**src/design/urf_pkg.sv**
```systemverilog
`timescale 1ns / 1ps

package urf_pkg;

  // default parameter values
  localparam int unsigned CountWidthDef   = 20;
  localparam int unsigned TriggerTicksDef = 10;

  // field and register widths
  localparam int unsigned MaxDistW  = 10;
  localparam int unsigned TimeoutW  = 20;
  localparam int unsigned TempW     = 12;
  localparam int unsigned SpeedW    = 20;
  localparam int unsigned DistW     = 15;
  localparam int unsigned DividendW = 36;
  localparam int unsigned CfgIdxW   = 2;
  localparam int unsigned CfgDataW  = 20;
  localparam int unsigned SDataW    = 8;
  localparam int unsigned MDataW    = 24;
  localparam int unsigned PcW       = 4;

  // speed of sound: (SpeedBase + SpeedSlope * t) >> 8, rounding folded into the base
  localparam logic [28:0]      SpeedBase  = 29'd142292395;
  localparam logic [14:0]      SpeedSlope = 15'd16267;
  localparam logic [DistW-1:0] DistSat    = 15'd20000;

  typedef enum logic [CfgIdxW-1:0] {
    CFG_MAX_DIST    = 2'd0,
    CFG_MAX_TIMEOUT = 2'd1,
    CFG_TEMPERATURE = 2'd2
  } cfg_idx_e;

  typedef enum logic [3:0] {
    OP_NOP,
    OP_ACCEPT,
    OP_MUL_T,
    OP_SPEED,
    OP_DIV_STEP,
    OP_LAUNCH,
    OP_STEP,
    OP_MUL_FIN,
    OP_FINISH,
    OP_EMIT
  } op_e;

  typedef enum logic [2:0] {
    C_NEVER,
    C_ALWAYS,
    C_NO_ITEM,
    C_BUSY,
    C_NO_START,
    C_DIV_RUN,
    C_NO_FIN,
    C_OUT_FREE
  } cond_e;

  typedef struct packed {
    op_e            op;
    cond_e          cond;
    logic [PcW-1:0] target;
  } uword_t;

  typedef struct packed {
    logic item;
    logic busy;
    logic start;
    logic div_run;
    logic fin;
    logic out_free;
  } status_t;

  // lowest bit first: trigger_level, busy_res, done_res, distance_q4, in_range
  typedef struct packed {
    logic             in_range;
    logic [DistW-1:0] distance_q4;
    logic             done_res;
    logic             busy_res;
    logic             trigger_level;
  } result_t;

  localparam logic [PcW-1:0] UpcWait = 4'd0;
  localparam logic [PcW-1:0] UpcDiv  = 4'd5;
  localparam logic [PcW-1:0] UpcStep = 4'd7;
  localparam logic [PcW-1:0] UpcEmit = 4'd10;

  // microprogram: do op, then jump to target if cond holds, else fall through
  function automatic uword_t ucode(logic [PcW-1:0] pc);
    uword_t w;
    case (pc)
      4'd0:    w = '{op: OP_ACCEPT,   cond: C_NO_ITEM,  target: UpcWait};
      4'd1:    w = '{op: OP_NOP,      cond: C_BUSY,     target: UpcStep};
      4'd2:    w = '{op: OP_NOP,      cond: C_NO_START, target: UpcEmit};
      4'd3:    w = '{op: OP_MUL_T,    cond: C_NEVER,    target: UpcWait};
      4'd4:    w = '{op: OP_SPEED,    cond: C_NEVER,    target: UpcWait};
      4'd5:    w = '{op: OP_DIV_STEP, cond: C_DIV_RUN,  target: UpcDiv};
      4'd6:    w = '{op: OP_LAUNCH,   cond: C_ALWAYS,   target: UpcEmit};
      4'd7:    w = '{op: OP_STEP,     cond: C_NO_FIN,   target: UpcEmit};
      4'd8:    w = '{op: OP_MUL_FIN,  cond: C_NEVER,    target: UpcWait};
      4'd9:    w = '{op: OP_FINISH,   cond: C_NEVER,    target: UpcWait};
      4'd10:   w = '{op: OP_EMIT,     cond: C_OUT_FREE, target: UpcWait};
      4'd11:   w = '{op: OP_NOP,      cond: C_ALWAYS,   target: UpcEmit};
      default: w = '{op: OP_NOP,      cond: C_ALWAYS,   target: UpcWait};
    endcase
    return w;
  endfunction

endpackage

```
**src/design/urf_sequencer.sv**
```systemverilog
`timescale 1ns / 1ps

module urf_sequencer (
  input  logic             clk_i,
  input  logic             rst_ni,
  input  urf_pkg::status_t status_i,
  output urf_pkg::uword_t  ctrl_o
);

  logic [urf_pkg::PcW-1:0] pc_q, pc_d;
  urf_pkg::uword_t         word;
  logic                    take;

  assign word   = urf_pkg::ucode(pc_q);
  assign ctrl_o = word;

  always_comb begin
    case (word.cond)
      urf_pkg::C_NEVER:    take = 1'b0;
      urf_pkg::C_ALWAYS:   take = 1'b1;
      urf_pkg::C_NO_ITEM:  take = !status_i.item;
      urf_pkg::C_BUSY:     take = status_i.busy;
      urf_pkg::C_NO_START: take = !status_i.start;
      urf_pkg::C_DIV_RUN:  take = status_i.div_run;
      urf_pkg::C_NO_FIN:   take = !status_i.fin;
      urf_pkg::C_OUT_FREE: take = status_i.out_free;
      default:             take = 1'b0;
    endcase
    pc_d = take ? word.target : pc_q + 1'b1;
  end

  always_ff @(posedge clk_i or negedge rst_ni) begin
    if (!rst_ni) begin
      pc_q <= urf_pkg::UpcWait;
    end else begin
      pc_q <= pc_d;
    end
  end

endmodule

```
**src/design/urf_divider.sv**
```systemverilog
`timescale 1ns / 1ps

module urf_divider (
  input  logic                            clk_i,
  input  logic                            rst_ni,
  input  logic                            load_i,
  input  logic                            step_i,
  input  logic [urf_pkg::DividendW-1:0]   dividend_i,
  input  logic [urf_pkg::SpeedW-1:0]      divisor_i,
  output logic [urf_pkg::DividendW-1:0]   quotient_o,
  output logic                            run_o
);

  localparam int unsigned DvW  = urf_pkg::DividendW;
  localparam int unsigned DsW  = urf_pkg::SpeedW;
  localparam int unsigned CntW = $clog2(DvW);

  logic [DvW-1:0]  quo_q, quo_d;
  logic [DsW-1:0]  rem_q, rem_d;
  logic [DsW-1:0]  dsr_q, dsr_d;
  logic [CntW-1:0] cnt_q, cnt_d;
  logic [DsW:0]    rem_sh;
  logic            fits;

  // one restoring step: shift in the next dividend bit, subtract when it fits
  always_comb begin
    rem_sh = {rem_q, quo_q[DvW-1]};
    fits   = rem_sh >= {1'b0, dsr_q};
    quo_d  = quo_q;
    rem_d  = rem_q;
    dsr_d  = dsr_q;
    cnt_d  = cnt_q;
    if (load_i) begin
      quo_d = dividend_i;
      rem_d = '0;
      dsr_d = divisor_i;
      cnt_d = CntW'(DvW - 1);
    end else if (step_i) begin
      rem_d = fits ? DsW'(rem_sh - {1'b0, dsr_q}) : rem_sh[DsW-1:0];
      quo_d = {quo_q[DvW-2:0], fits};
      if (cnt_q != '0) begin
        cnt_d = cnt_q - 1'b1;
      end
    end
  end

  always_ff @(posedge clk_i or negedge rst_ni) begin
    if (!rst_ni) begin
      cnt_q <= '0;
    end else begin
      cnt_q <= cnt_d;
    end
  end

  always_ff @(posedge clk_i) begin
    quo_q <= quo_d;
    rem_q <= rem_d;
    dsr_q <= dsr_d;
  end

  assign quotient_o = quo_q;
  assign run_o      = cnt_q != '0;

endmodule

```
**src/design/urf_datapath.sv**
```systemverilog
`timescale 1ns / 1ps

module urf_datapath #(
  parameter int unsigned CountWidth   = urf_pkg::CountWidthDef,
  parameter int unsigned TriggerTicks = urf_pkg::TriggerTicksDef
) (
  input  logic                          clk_i,
  input  logic                          rst_ni,
  input  urf_pkg::uword_t               ctrl_i,
  output urf_pkg::status_t              status_o,
  input  logic                          cfg_we_i,
  input  logic [urf_pkg::CfgIdxW-1:0]   cfg_idx_i,
  input  logic [urf_pkg::CfgDataW-1:0]  cfg_wdata_i,
  input  logic                          s_tvalid,
  output logic                          s_tready,
  input  logic [urf_pkg::SDataW-1:0]    s_tdata,
  output logic                          m_tvalid,
  input  logic                          m_tready,
  output logic [urf_pkg::MDataW-1:0]    m_tdata
);

  localparam int unsigned MdW   = urf_pkg::MaxDistW;
  localparam int unsigned ToW   = urf_pkg::TimeoutW;
  localparam int unsigned TpW   = urf_pkg::TempW;
  localparam int unsigned SpW   = urf_pkg::SpeedW;
  localparam int unsigned DsW   = urf_pkg::DistW;
  localparam int unsigned DvW   = urf_pkg::DividendW;
  localparam int unsigned ProdW = CountWidth + SpW;
  localparam int unsigned ShW   = ProdW - 21;
  localparam int unsigned ResW  = $bits(urf_pkg::result_t);
  localparam logic [CountWidth-1:0] CountMax = '1;
  localparam logic [CountWidth-1:0] TrigTicks = CountWidth'(TriggerTicks);

  typedef enum logic [2:0] {
    PH_IDLE,
    PH_TRIG_LOW,
    PH_TRIG_HIGH,
    PH_WAIT_LOW,
    PH_WAIT_RISE,
    PH_MEASURE
  } phase_e;

  // configuration
  logic [MdW-1:0]        max_dist_q, max_dist_d;
  logic [ToW-1:0]        max_to_q, max_to_d;
  logic signed [TpW-1:0] temp_q, temp_d;

  // measurement state
  phase_e                phase_q, phase_d;
  logic [CountWidth-1:0] tick_q, tick_d;
  logic [CountWidth-1:0] limit_q, limit_d;
  logic [SpW-1:0]        speed_q, speed_d;
  logic [CountWidth-1:0] dur_q, dur_d;
  logic [CountWidth-1:0] fin_dur_q, fin_dur_d;
  logic [DsW-1:0]        dist_q, dist_d;
  logic                  valid_q, valid_d;
  logic                  start_q, start_d;
  logic                  echo_q, echo_d;
  logic                  fin_q, fin_d;
  logic                  trig_q, trig_d;
  logic signed [27:0]    tmul_q, tmul_d;
  logic [ProdW-1:0]      prod_q, prod_d;
  logic                  out_valid_q, out_valid_d;
  urf_pkg::result_t      out_q, out_d;

  logic [28:0]           num;
  logic [12:0]           dist5;
  logic [DvW-1:0]        dividend;
  logic [DvW-1:0]        quotient;
  logic [DvW-1:0]        tl_cap;
  logic                  div_run;
  logic                  out_free;
  logic                  ended;
  logic [CountWidth-1:0] tick_inc;
  logic [CountWidth-1:0] tick_sat;
  logic [ShW+DsW-1:0]    dist_wide;

  assign num      = urf_pkg::SpeedBase + {tmul_q[27], tmul_q};
  assign speed_d  = num[27:8];
  assign dist5    = {1'b0, max_dist_q, 2'b00} + {3'b000, max_dist_q};
  assign dividend = {dist5, 23'd0};
  assign out_free = !out_valid_q || m_tready;
  assign tick_inc = tick_q + 1'b1;
  assign tick_sat = (tick_q < CountMax) ? tick_inc : tick_q;
  assign dist_wide = {{DsW{1'b0}}, prod_q[ProdW-1:21]};

  urf_divider u_div (
    .clk_i      (clk_i),
    .rst_ni     (rst_ni),
    .load_i     (ctrl_i.op == urf_pkg::OP_SPEED),
    .step_i     (ctrl_i.op == urf_pkg::OP_DIV_STEP),
    .dividend_i (dividend),
    .divisor_i  (speed_d),
    .quotient_o (quotient),
    .run_o      (div_run)
  );

  always_comb begin
    tl_cap = quotient;
    if (max_to_q != '0 && quotient > {{(DvW-ToW){1'b0}}, max_to_q}) begin
      tl_cap = {{(DvW-ToW){1'b0}}, max_to_q};
    end
    if (tl_cap > {{(DvW-CountWidth){1'b0}}, CountMax}) begin
      tl_cap = {{(DvW-CountWidth){1'b0}}, CountMax};
    end
  end

  always_comb begin
    max_dist_d  = max_dist_q;
    max_to_d    = max_to_q;
    temp_d      = temp_q;
    phase_d     = phase_q;
    tick_d      = tick_q;
    limit_d     = limit_q;
    dur_d       = dur_q;
    fin_dur_d   = fin_dur_q;
    dist_d      = dist_q;
    valid_d     = valid_q;
    start_d     = start_q;
    echo_d      = echo_q;
    fin_d       = fin_q;
    trig_d      = trig_q;
    tmul_d      = tmul_q;
    prod_d      = prod_q;
    out_valid_d = out_valid_q && !m_tready;
    out_d       = out_q;
    ended       = 1'b0;

    if (cfg_we_i) begin
      case (urf_pkg::cfg_idx_e'(cfg_idx_i))
        urf_pkg::CFG_MAX_DIST:    max_dist_d = cfg_wdata_i[MdW-1:0];
        urf_pkg::CFG_MAX_TIMEOUT: max_to_d   = cfg_wdata_i[ToW-1:0];
        urf_pkg::CFG_TEMPERATURE: temp_d     = $signed(cfg_wdata_i[TpW-1:0]);
        default: ;
      endcase
    end

    case (ctrl_i.op)
      urf_pkg::OP_ACCEPT: begin
        if (s_tvalid) begin
          start_d = s_tdata[0];
          echo_d  = s_tdata[1];
          fin_d   = 1'b0;
          trig_d  = 1'b0;
        end
      end
      urf_pkg::OP_MUL_T: begin
        tmul_d = $signed({13'd0, urf_pkg::SpeedSlope}) * $signed({{16{temp_q[TpW-1]}}, temp_q});
      end
      urf_pkg::OP_LAUNCH: begin
        limit_d = tl_cap[CountWidth-1:0];
        tick_d  = '0;
        dur_d   = '0;
        phase_d = PH_TRIG_LOW;
      end
      urf_pkg::OP_STEP: begin
        case (phase_q)
          PH_TRIG_LOW: begin
            tick_d  = '0;
            phase_d = PH_TRIG_HIGH;
          end
          PH_TRIG_HIGH: begin
            trig_d = 1'b1;
            if (tick_inc >= TrigTicks) begin
              tick_d  = '0;
              phase_d = PH_WAIT_LOW;
            end else begin
              tick_d = tick_inc;
            end
          end
          PH_WAIT_LOW, PH_WAIT_RISE, PH_MEASURE: begin
            tick_d = tick_sat;
            if (phase_q == PH_WAIT_LOW) begin
              if (!echo_q) begin
                phase_d = PH_WAIT_RISE;
              end
            end else if (phase_q == PH_WAIT_RISE) begin
              if (echo_q) begin
                dur_d   = CountWidth'(1);
                phase_d = PH_MEASURE;
              end
            end else if (echo_q) begin
              if (dur_q < CountMax) begin
                dur_d = dur_q + 1'b1;
              end
            end else begin
              // pulse ended: takes priority over the timeout
              ended     = 1'b1;
              fin_d     = 1'b1;
              fin_dur_d = dur_q;
            end
            if (!ended && tick_sat >= limit_q) begin
              fin_d     = 1'b1;
              fin_dur_d = '0;
            end
          end
          default: phase_d = PH_IDLE;
        endcase
      end
      urf_pkg::OP_MUL_FIN: begin
        prod_d = {{SpW{1'b0}}, fin_dur_q} * {{CountWidth{1'b0}}, speed_q};
      end
      urf_pkg::OP_FINISH: begin
        dur_d   = fin_dur_q;
        dist_d  = (dist_wide > {{ShW{1'b0}}, urf_pkg::DistSat}) ? urf_pkg::DistSat
                                                              : dist_wide[DsW-1:0];
        valid_d = (fin_dur_q != '0) &&
                  ({{(MdW+25){1'b0}}, prod_q} <= {{ProdW{1'b0}}, max_dist_q, 25'd0});
        phase_d = PH_IDLE;
      end
      urf_pkg::OP_EMIT: begin
        if (out_free) begin
          out_valid_d       = 1'b1;
          out_d.trigger_level = trig_q;
          out_d.busy_res      = phase_q != PH_IDLE;
          out_d.done_res      = fin_q;
          out_d.distance_q4   = dist_q;
          out_d.in_range      = valid_q;
        end
      end
      default: ;
    endcase
  end

  always_ff @(posedge clk_i or negedge rst_ni) begin
    if (!rst_ni) begin
      max_dist_q  <= MdW'(400);
      max_to_q    <= '0;
      temp_q      <= TpW'(309);
      phase_q     <= PH_IDLE;
      tick_q      <= '0;
      limit_q     <= '0;
      speed_q     <= '0;
      dur_q       <= '0;
      fin_dur_q   <= '0;
      dist_q      <= '0;
      valid_q     <= 1'b0;
      start_q     <= 1'b0;
      echo_q      <= 1'b0;
      fin_q       <= 1'b0;
      trig_q      <= 1'b0;
      out_valid_q <= 1'b0;
    end else begin
      max_dist_q  <= max_dist_d;
      max_to_q    <= max_to_d;
      temp_q      <= temp_d;
      phase_q     <= phase_d;
      tick_q      <= tick_d;
      limit_q     <= limit_d;
      if (ctrl_i.op == urf_pkg::OP_SPEED) begin
        speed_q <= speed_d;
      end
      dur_q       <= dur_d;
      fin_dur_q   <= fin_dur_d;
      dist_q      <= dist_d;
      valid_q     <= valid_d;
      start_q     <= start_d;
      echo_q      <= echo_d;
      fin_q       <= fin_d;
      trig_q      <= trig_d;
      out_valid_q <= out_valid_d;
    end
  end

  always_ff @(posedge clk_i) begin
    tmul_q <= tmul_d;
    prod_q <= prod_d;
    out_q  <= out_d;
  end

  assign s_tready = ctrl_i.op == urf_pkg::OP_ACCEPT;
  assign m_tvalid = out_valid_q;
  assign m_tdata  = {{(urf_pkg::MDataW-ResW){1'b0}}, out_q};

  // the step word branches on the finish decided in the same cycle
  assign status_o = '{item:     s_tvalid,
                      busy:     phase_q != PH_IDLE,
                      start:    start_q,
                      div_run:  div_run,
                      fin:      fin_d,
                      out_free: out_free};

  a_done_not_busy: assert property (@(posedge clk_i) disable iff (!rst_ni)
    out_valid_q && out_q.done_res |-> !out_q.busy_res)
    else $error("done word still reports busy");

  a_trig_in_meas: assert property (@(posedge clk_i) disable iff (!rst_ni)
    out_valid_q && out_q.trigger_level |-> out_q.busy_res && !out_q.done_res)
    else $error("trigger driven outside a measurement");

  a_dist_sat: assert property (@(posedge clk_i) disable iff (!rst_ni)
    out_valid_q |-> out_q.distance_q4 <= urf_pkg::DistSat)
    else $error("distance above saturation value");

  a_trig_count: assert property (@(posedge clk_i) disable iff (!rst_ni)
    phase_q == PH_TRIG_HIGH |-> tick_q < TrigTicks)
    else $error("trigger pulse counter overran");

endmodule

```
**src/design/ultrasonic_range_finder_unit.sv**
```systemverilog
`timescale 1ns / 1ps

// Ultrasonic time-of-flight ranging controller. Each input word is one microsecond
// tick carrying a start request (bit 0) and the sampled echo level (bit 1); each
// tick produces exactly one result word with the trigger level, busy, done, the
// last distance in 1/16 cm and its in-range flag. A start in idle latches the speed
// of sound from the temperature register and an echo timeout, drives the trigger
// low for 2 ticks and high for TriggerTicks ticks, then times the echo pulse.
// Control runs from a microcoded sequencer over a small datapath, so the clocks a
// tick takes vary: an idle or in-progress tick is the shortest, the tick that
// finishes a measurement adds the product and range check, and the start tick adds
// the bit-serial divider computing the timeout. A result-side stall holds a tick in
// its emit step; the next tick is taken while a finished word waits.

module ultrasonic_range_finder_unit #(
  parameter int unsigned CountWidth   = urf_pkg::CountWidthDef,
  parameter int unsigned TriggerTicks = urf_pkg::TriggerTicksDef
) (
  input  logic                          clk_i,
  input  logic                          rst_ni,
  // configuration write port
  input  logic                          cfg_we_i,
  input  logic [urf_pkg::CfgIdxW-1:0]   cfg_idx_i,
  input  logic [urf_pkg::CfgDataW-1:0]  cfg_wdata_i,
  // tick stream in
  input  logic                          s_axis_tvalid,
  output logic                          s_axis_tready,
  input  logic [urf_pkg::SDataW-1:0]    s_axis_tdata,  // [0] start_req, [1] echo_level
  // result stream out
  output logic                          m_axis_tvalid,
  input  logic                          m_axis_tready,
  // [0] trigger_level, [1] busy_res, [2] done_res, [17:3] distance_q4, [18] in_range
  output logic [urf_pkg::MDataW-1:0]    m_axis_tdata
);

  urf_pkg::uword_t  ctrl;
  urf_pkg::status_t status;

  urf_sequencer u_seq (
    .clk_i    (clk_i),
    .rst_ni   (rst_ni),
    .status_i (status),
    .ctrl_o   (ctrl)
  );

  urf_datapath #(
    .CountWidth   (CountWidth),
    .TriggerTicks (TriggerTicks)
  ) u_dp (
    .clk_i       (clk_i),
    .rst_ni      (rst_ni),
    .ctrl_i      (ctrl),
    .status_o    (status),
    .cfg_we_i    (cfg_we_i),
    .cfg_idx_i   (cfg_idx_i),
    .cfg_wdata_i (cfg_wdata_i),
    .s_tvalid    (s_axis_tvalid),
    .s_tready    (s_axis_tready),
    .s_tdata     (s_axis_tdata),
    .m_tvalid    (m_axis_tvalid),
    .m_tready    (m_axis_tready),
    .m_tdata     (m_axis_tdata)
  );

endmodule

```
**config.mk**
```make
export PLATFORM = sky130hd
export DESIGN_NAME = ultrasonic_range_finder_unit
export DESIGN_NICKNAME = d
export VERILOG_FILES = /design/src/design/urf_pkg.sv /design/src/design/urf_sequencer.sv /design/src/design/urf_divider.sv /design/src/design/urf_datapath.sv /design/src/design/ultrasonic_range_finder_unit.sv
export SDC_FILE = /design/constraint.sdc
export NUM_CORES = 2
export LEC_CHECK = 0
export BUFFER_PORTS_ARGS = -buffer_cell sky130_fd_sc_hd__buf_4
export CAP_MARGIN = 10
export CORE_ASPECT_RATIO = 0.8
export CORE_UTILIZATION = 55
export DETAILED_ROUTE_END_ITERATION = 7
export GPL_TIMING_DRIVEN = 0
export PLACE_DENSITY = 0.71
export SETUP_SLACK_MARGIN = 0.2
export SYNTH_ARGS = -nofsm -noshare
export SYNTH_HDL_FRONTEND = slang
export SYNTH_SLANG_ARGS = --single-unit
```
**constraint.sdc**
```tcl
create_clock -name clk_i -period 7.8 [get_ports clk_i]
set_input_delay 0.39 -clock clk_i [delete_from_list [all_inputs] [get_ports clk_i]]
set_output_delay 0.39 -clock clk_i [all_outputs]
set_load 0.005 [all_outputs]
```
==> impl_metrics.env <==
export IMPL_status="completed"
export IMPL_nNetsFinal=4293
export IMPL_async_reset_ff_frac=0.521
export IMPL_hpwl_um=69400
export IMPL_place_congestion=0.977
export IMPL_cts_made_buffers=35
export IMPL_syn_area_per_cell_um2=9.69
export IMPL_cts_clk_slew_worst_paths_ns=0.07
export IMPL_setup_viol=0
export IMPL_synth_flop_cell="dfrtp_1"
export IMPL_pin_count=61
export IMPL_fin_cells=4357
export IMPL_drc_errors=0
export IMPL_max_freq_mhz=135
export IMPL_hp_class="input pin to flop"
export IMPL_ys_types=89
export IMPL_postRouteAntennaNets=0
export IMPL_rsz0062_at_grt="true"
export IMPL_dieArea_um2=61900
export IMPL_clockRootBuffer="clkbuf_16"
export IMPL_start_kind="flop"
export IMPL_vias_per_cell=5.72
export IMPL_fin_crit_ns=7.42
export IMPL_ys_seq_area_frac=0.264
export IMPL_diodes=0
export IMPL_cts_tree="yes"
export IMPL_drive_above_1_share=0.0816
export IMPL_r2r_slack_ns=0.38
export IMPL_routed_wl_um=87800
export IMPL_postLayoutCoreUtil=0.608
export IMPL_die_y_um=223
export IMPL_vdd_drop_max_v=0.00106
export IMPL_max_stage_delay_ns=0.58
export IMPL_die_w_um=278
export IMPL_p_per_area_nw_per_um2=352
export IMPL_drv_cap=0
export IMPL_critPathCaptureType="flop"
export IMPL_netlist_instances=3455
export IMPL_via_count=24922
export IMPL_relSlewSlack=0.277
export IMPL_worst_clock_skew_ns=0.0271
export IMPL_initial_utilization=0.559
export IMPL_grt_overflow=0
export IMPL_grt_pass1_vias=24828
export IMPL_ys_ff_latch=338
export IMPL_track_usage=0.292
export IMPL_crit_arrival_ns=7.70
export IMPL_worstMarginPinSlew_ns=1.07
export IMPL_wire_per_inst_um=20.2
export IMPL_drt_iter0_drc=2155
export IMPL_path_common_cell="fa_1"
export IMPL_drv_slew=0
export IMPL_yosysWarnings=0
export IMPL_h_tree_depth=2
export IMPL_antenna_found_initial=4
export IMPL_required_ns=8.08
export IMPL_grt_first_pass_wirelength_um=139000
export IMPL_crit_type="flop to flop"
export IMPL_insertion_delay_ns=0.55
export IMPL_placedCellCount=4290
export IMPL_total_power_mw=12.8
export IMPL_grt_max_degree=123
export IMPL_period_share=0.951
export IMPL_area_growth_pct=8.74
export IMPL_core_area_um2=59900
export IMPL_clock_sinks=338
export IMPL_portBuffers=49
export IMPL_power_leakage_nw=17.8
export IMPL_syn_cell_area_um2=33500
export IMPL_dr_pass1_iters=6
export IMPL_num_rows=80
export IMPL_cpMaxStageDelayCell="fa_1"
export IMPL_finalHoldViolCount=0
export IMPL_cts_path_max_buffers=3
export IMPL_cp_max_fo=10
export IMPL_synth_edff_count=119
## cells by family after synthesis
group           count (synthesis)  synth area share
compound gates                532             0.107
flops                         338             0.264
xor+xnor                      111            0.0290
fa+ha+maj                     707             0.349
buf+inv                       689            0.0793
simple gates                 1019             0.152
other cells                     1          0.000112
mux                            58            0.0190
## power breakdown
group | total, mW | internal [mW] | switching, mW
clock network | 1.80 | 1.05 | 0.755
registers | 3.13 | 2.72 | 0.413
logic | 7.88 | 3.28 | 4.60
## layer usage
| layer | GRT usage | up-vias | part of all wire |
|---|---|---|---|
| li1 | - | 11614 | - |
| met1 | 0.424 | 12229 | 0.46 |
| met2 | 0.417 | 952 | 0.41 |
| met3 | 0.105 | 127 | 0.11 |
| met4 | 0.0615 | 0 | 0.019 |
| met5 | 0 | - | 0 |
## cells in the final DEF (no fill, tap or decap), types with 98 or more instances in the layout
cell / n
inv_1: 526
nand2_1: 375
fa_1: 375
ha_1: 327
and2_1: 227
dfrtp_1: 163
edfxtp_1: 119
a21oi_1: 117
o21ai_0: 114
nor2_1: 98
## critical path, delay by kind of cell (launching register included)
family	cells	cell delay, ns
compound gates	7	1.17
fa+ha+maj	8	4.02
buf+inv	8	0.94
flops	1	0.47
simple gates	3	0.54
## cell usage after synthesis (all sizes together) (16+ instances only)
cell type	n	area (um^2)
o21a	31	233
clkbuf	128	482
nand3	73	370
ha	331	4140
o21ai	136	696
a31oi	16	100
inv	527	1980
edfxtp	119	3570
xnor2	79	692
fa	376	7530
nand2	375	1410
dfxtp	43	861
nor4	31	200
and2	228	1430
nor2	99	372
mux2	45	507
a22o	46	403
nor2b	26	165
nand2b	29	181
a221oi	26	245
a21o	30	225
nor3	70	362
and3	29	181
a21oi	117	586
xor2	32	280
nand4	19	119
buf	34	194
dfrtp	168	4200
## flip-flops by register name, summed over array words and instances, names as in the netlist, 3 cells and up
signal,cells
u_dp.fin_dur_q,20
u_dp.prod_q,40
u_dp.limit_q,20
u_dp.m_tdata,19
u_dp.u_div.dsr_q,20
u_dp.temp_q,12
u_dp.dist_q,15
u_seq.pc_q,4
u_dp.speed_q,20
u_dp.max_dist_q,10
u_dp.phase_q,3
u_dp.u_div.cnt_q,6
u_dp.tick_q,20
u_dp.tmul_q,27
u_dp.max_to_q,20
u_dp.u_div.quotient_o,36
u_dp.dur_q,20
u_dp.u_div.rem_q,20
## layout make-up
cell class / count / area (um^2)
fill: 5089 / 23500
multi-input combinational: 2432 / 22100
sequential: 338 / 8850
inverter: 527 / 1980
tap: 779 / 975
clock buffer: 47 / 962
buffer: 162 / 805
timing repair buffer: 55 / 495
clock inverter: 17 / 254
## timing repair
action	in CTS	in global routing
gates resized for setup	52	100
setup buffers	2	0
hold endpoints to repair	54	0
pin swaps	2	4
endpoints found under the setup margin	15	12
hold buffers	1	0
## worst paths after layout
kind	from	endpoint	cells after the start
setup / recovery	u_dp.fin_dur_q[15]	u_dp.prod_q[37]	26
hold / removal	s_axis_tdata[0]	u_dp.start_q	2
setup reg to reg	u_dp.fin_dur_q[15]	u_dp.prod_q[37]	26
hold reg to reg	u_dp.dist_q[13]	u_dp.m_tdata[16]	0
max in group asynchronous	rst_ni	u_dp.fin_dur_q[10]	3
min in group asynchronous	rst_ni	u_dp.tick_q[17]	2
## metrics by stage
stage	hold WS [ns]	cell area, um^2	setup TNS, ns	worst slack (ns)
floorplan	0.0944	33500	0	1.03
global placement	0.437	34800	-1.66	-0.416
detailed placement	0.348	34900	-1.83	-0.470
CTS	0.0481	36300	0	0.202
global route	0.0546	36400	0	0.170
finish	0.0678	36400	0	0.380
Note: power is estimated with default switching activity, not from simulation.
